<file path="src/design/edge_gradient_magnitude_defines.svh">
// ----------------------------------------------------------------------------
// Edge gradient magnitude assertion macros
// Shared property templates, sampled on clk and disabled while rst_n is low.
// ----------------------------------------------------------------------------
`ifndef EDGE_GRADIENT_MAGNITUDE_DEFINES_SVH
`define EDGE_GRADIENT_MAGNITUDE_DEFINES_SVH

// The consequent must hold in the same cycle as the antecedent.
`define EGM_ASSERT_IMP(label, ante, cons) \
    label: assert property (@(posedge clk) disable iff (!rst_n) (ante) |-> (cons)) \
        else $error("assertion failed: %m");

// The consequent must hold in the cycle after the antecedent.
`define EGM_ASSERT_NXT(label, ante, cons) \
    label: assert property (@(posedge clk) disable iff (!rst_n) (ante) |=> (cons)) \
        else $error("assertion failed: %m");

`endif

</file>
<file path="src/design/egm_pkg.sv">
// ----------------------------------------------------------------------------
// Edge gradient magnitude package
// Field widths, register indexes, fixed limits, controller states and the
// command and status bundles between the controller and the datapath.
// ----------------------------------------------------------------------------
package egm_pkg;

    localparam int PIXEL_W    = 8;
    localparam int GRAD_W     = 11;
    localparam int SUM_W      = 21;
    localparam int FW_W       = 11;
    localparam int HEIGHT_W   = 13;
    localparam int CFG_IDX_W  = 2;
    localparam int CFG_DATA_W = 13;

    localparam int WIDTH_RESET  = 498;
    localparam int HEIGHT_RESET = 332;
    localparam int HEIGHT_MAX   = 4096;
    localparam int SAT_LIMIT    = 255;

    localparam logic [CFG_IDX_W-1:0] CFG_OPERATOR = 2'd0;
    localparam logic [CFG_IDX_W-1:0] CFG_WIDTH    = 2'd1;
    localparam logic [CFG_IDX_W-1:0] CFG_HEIGHT   = 2'd2;

    localparam logic REQ_PIXEL = 1'b0;
    localparam logic REQ_FLUSH = 1'b1;

    localparam logic OP_ROBERTS = 1'b0;
    localparam logic OP_PREWITT = 1'b1;

    typedef logic [PIXEL_W-1:0]       pixel_t;
    typedef logic signed [GRAD_W-1:0] grad_t;
    typedef logic [SUM_W-1:0]         sum_t;

    typedef enum logic [2:0] {
        ST_IDLE,
        ST_LOAD,
        ST_GRAD,
        ST_SQUARE,
        ST_ROOT,
        ST_DONE
    } egm_state_t;

    typedef struct packed {
        logic capture;
        logic step;
        logic grad;
        logic square;
        logic root_step;
        logic out_load;
    } egm_cmd_t;

    typedef struct packed {
        logic skip;
        logic emit;
        logic root_last;
        logic out_free;
    } egm_status_t;

endpackage

</file>
<file path="src/design/egm_ctrl.sv">
// ----------------------------------------------------------------------------
// Edge gradient magnitude controller
// Sequences intake, window update, gradient, square, root and output load.
// ----------------------------------------------------------------------------
module egm_ctrl (
    input  logic                 clk,
    input  logic                 rst_n,
    input  logic                 in_valid,
    output logic                 in_ready,
    input  egm_pkg::egm_status_t status,
    output egm_pkg::egm_cmd_t    cmd
);

    egm_pkg::egm_state_t state_reg;
    egm_pkg::egm_state_t state_next;

    always_ff @(posedge clk or negedge rst_n)
    begin
        if (!rst_n)
        begin
            state_reg <= egm_pkg::ST_IDLE;
        end
        else
        begin
            state_reg <= state_next;
        end
    end

    always_comb
    begin
        state_next = state_reg;
        in_ready   = 1'b0;
        cmd        = '0;
        case (state_reg)
            egm_pkg::ST_IDLE:
            begin
                in_ready = 1'b1;
                if (in_valid)
                begin
                    cmd.capture = 1'b1;
                    state_next  = egm_pkg::ST_LOAD;
                end
            end
            egm_pkg::ST_LOAD:
            begin
                cmd.step = 1'b1;
                if (status.skip || !status.emit)
                begin
                    state_next = egm_pkg::ST_IDLE;
                end
                else
                begin
                    state_next = egm_pkg::ST_GRAD;
                end
            end
            egm_pkg::ST_GRAD:
            begin
                cmd.grad   = 1'b1;
                state_next = egm_pkg::ST_SQUARE;
            end
            egm_pkg::ST_SQUARE:
            begin
                cmd.square = 1'b1;
                state_next = egm_pkg::ST_ROOT;
            end
            egm_pkg::ST_ROOT:
            begin
                cmd.root_step = 1'b1;
                if (status.root_last)
                begin
                    state_next = egm_pkg::ST_DONE;
                end
            end
            egm_pkg::ST_DONE:
            begin
                if (status.out_free)
                begin
                    cmd.out_load = 1'b1;
                    state_next   = egm_pkg::ST_IDLE;
                end
            end
            default:
            begin
                state_next = egm_pkg::ST_IDLE;
            end
        endcase
    end

endmodule

</file>
<file path="config.mk">
export PLATFORM = sky130hd
export DESIGN_NAME = egm_ctrl
export DESIGN_NICKNAME = d
export VERILOG_FILES = /design/src/design/edge_gradient_magnitude_defines.svh /design/src/design/egm_pkg.sv /design/src/design/egm_ctrl.sv
export SDC_FILE = /design/constraint.sdc
export NUM_CORES = 1
export LEC_CHECK = 0
export ABC_AREA = 1
export BUFFER_PORTS_ARGS = -buffer_cell sky130_fd_sc_hd__buf_2
export CORE_AREA = 8 8 45 47
export DETAILED_ROUTE_END_ITERATION = 12
export DIE_AREA = 0 0 53 55
export GPL_TIMING_DRIVEN = 0
export SLEW_MARGIN = 20
export SYNTH_ARGS = -nofsm -noshare
export SYNTH_HDL_FRONTEND = slang
export SYNTH_SLANG_ARGS = --single-unit
</file>
<file path="constraint.sdc">
create_clock -name clk -period 2.2 [get_ports clk]
set_clock_uncertainty 0.05 [all_clocks]
set_input_delay 0.55 -clock clk [delete_from_list [all_inputs] [get_ports clk]]
set_output_delay 0.55 -clock clk [all_outputs]
set_load 0.01 [all_outputs]
</file>
==> impl_metrics.py <==
metrics = {
    "cts": {
        "clock_path_buffers": 2,
        "insertion_delay_ns": 0.23,
        "h-tree-depth": 1,
        "numClockSinks": 3,
        "post_cts_buffers": 0,
        "ctsHoldBuffers": 0,
        "cts_resized": 0,
        "root_buffer": "clkbuf_4",
        "cts_buffers": 3,
        "cts_tree": "yes",
        "clk_pin_slew_worst_paths_ns": 0.04,
    },
    "drt": {
        "wl_um": 581,
        "drt_iter0_markers": 12,
        "wire_per_inst_um": 8.67,
        "drc_errors": 0,
        "drtAntennaViolNets": 0,
        "vias_per_cell": 3.91,
        "drt_first_pass_iters": 4,
        "vias": 262,
    },
    "timing": {
        "setup-tns-final_ns": 0,
        "rsz0062_at_grt": "false",
        "min_period_ns": 1.77,
        "slew_headroom_pct": 84.5,
        "layout_setup_ws_ns": 0.427,
        "worst_slew_pin_slew_ns": 0.233,
        "finalHoldViolations": 0,
        "hold_ws_ns": 0.0583,
        "fin_crit_sh_pct": 80.6,
        "finalMaxSlewViolations": 0,
        "max_freq_mhz": 564,
        "setup_viol": 0,
    },
    "final_layout": {
        "largest_register_ffs": 3,
        "n_antenna_cell": 0,
        "drive_above_1_share_pct": 43.1,
        "nFillCells": 158,
        "multiInputGateArea_um2": 119,
        "fin_nets": 59,
        "area.sequential_um2": 75.1,
        "area_growth_pct": 46.6,
    },
    "critical_path": {
        "worst-path-max-fanout": 5,
        "path_cells": "inv_1, nor4_2, buf_2",
        "arrival_ns": 1.17,
        "slowest_delay_ns": 0.43,
        "cp-start-kind": "flip-flop",
        "critPathSlowestCell": "dfrtp_1",
        "worstSetupPathType": "flip-flop to primary output",
        "cp.required_ns": 1.60,
        "crit_path_end_kind": "primary output",
        "path_buf_inv": 2,
        "critPathTopFamily": "flip-flops",
    },
    "synth": {
        "synth-simple-area-share_pct": 40.3,
        "synthMuxAreaShare_pct": 0,
        "yosys-top-cells-area": "dfrtp_1 (31%), inv_1 (16%), nand3_1 (8.4%)",
        "post_synth_xor_area_fraction_pct": 0,
        "synth_top_area_share_pct": 31.4,
        "synth_seq_cells": 3,
        "synth_top_area_cell": "dfrtp_1",
        "synthAdderAreaFrac_pct": 0,
        "syn_avg_cell_area_um2": 7.03,
        "synth_area_um2": 239,
        "synth_top_family_by_area": "simple AND/OR/NAND/NOR gates",
        "synth_compound_area_share_pct": 9.42,
        "yosysSeqAreaShare_pct": 31.4,
        "synthCells": 34,
        "syn_nets": 41,
        "ys_types": 15,
        "ys_warn_count": 0,
    },
    "die": {
        "core_mm2": 0.00138,
        "die_height_um": 55,
        "ios": 14,
        "rows": 14,
        "initial_utilization_pct": 17.3,
        "dieArea_mm2": 0.00292,
        "die_x_um": 53,
    },
    "pwr": {
        "vdd_ir_drop_max_mv": 0.315,
        "leakage_nw": 0.227,
        "power.density_mw_per_mm2": 1240,
    },
    "worst_hold_path": {
        "hp-class": "input pin to async pin",
    },
    "placement": {
        "place.gp.congestion": 0.632,
        "dpl_worst_slack_ns": 0.632,
        "hpwlAfterDp_um": 490,
        "io_buffers": 13,
    },
    "run": {
        "maxCapViolCount": 0,
    },
    "global_routing": {
        "grt_overflow": 0,
        "grt_pass1_wl_um": 952,
        "antenna_found_initial": 0,
        "grt_use_total_pct": 4.65,
        "first_global_vias": 254,
        "grt_max_degree": 7,
    },
    "outcome": {
        "status": "finished clean",
    },
}
-- cells in the final DEF (no fill, tap or decap), drive strengths merged --
master and n:
o21ai 1, nand4 2, clkbuf 4, nor3 1, buf 13, inv 12
a21oi 1, and2 1, nor4 1, nand2 4, dfrtp 3, nand3 5
nor2 2, o31ai 1
-- synth_stat cells --
master and number:
a21oi_1 1, and2_1 1, dfrtp_1 3, inv_1 10
inv_2 2, nand2_1 4, nand3_1 4, nand3_2 1
nand4_1 2, nor2_1 1, nor2_4 1, nor3_1 1
nor4_2 1, o21ai_1 1, o31ai_2 1
-- report_power, final --
group / switching, mW / internal, mW / total, mW
clock: 0.0269 / 0.0679 / 0.0948
combinational: 0.132 / 0.0910 / 0.223
sequential: 0.0401 / 0.0781 / 0.118
-- routing by layer --
metal  GRT usage (%)  part of all wire (%)
met5               0                     0
met4            5.17                     0
met3            1.87                   8.1
met2            7.23                    51
met1            4.43                    41
-- cell type report --
cell class	count	share of cell area (%)
inverter	12	12.9
multi-input combinational	19	33.9
timing repair buffer	13	18.6
clock buffer	4	7.50
sequential	3	21.4
tap	16	5.71
-- path summary, 6_finish.rpt --
| check | cells past startpoint | endpoint | start | slack (ns) |
|---|---|---|---|---|
| worst max-delay path | 3 | cmd[0] | state_reg[0]$_DFFE_PN0P_ | 0.43 |
| worst min-delay path | 1 | state_reg[2]$_DFFE_PN0P_ | rst_n | 0.06 |
| worst max register to register | 4 | state_reg[2]$_DFFE_PN0P_ | state_reg[0]$_DFFE_PN0P_ | 1.18 |
| worst min register to register | 2 | state_reg[1]$_DFFE_PN0P_ | state_reg[0]$_DFFE_PN0P_ | 0.64 |
| max in group asynchronous | 1 | state_reg[1]$_DFFE_PN0P_ | rst_n | 1.93 |
| min in group clk | 2 | state_reg[1]$_DFFE_PN0P_ | status[3] | 0.45 |
-- cells by family after synthesis --
logic type	after synthesis
buf+inv	12
compound gates	3
flops	3
simple gates	16
-- stage by stage --
stage                     total power, mW  area [um2]  instances  utilization [%]
after global placement              0.343         324         63             23.4
after global routing                0.485         350         67             25.3
final                               0.436         350         67             25.3
after CTS                           0.448         350         67             25.3
after floorplan                     0.270         239         34                -
after detailed placement            0.346         324         63             23.4
Note: power is estimated with default switching activity, not from simulation.
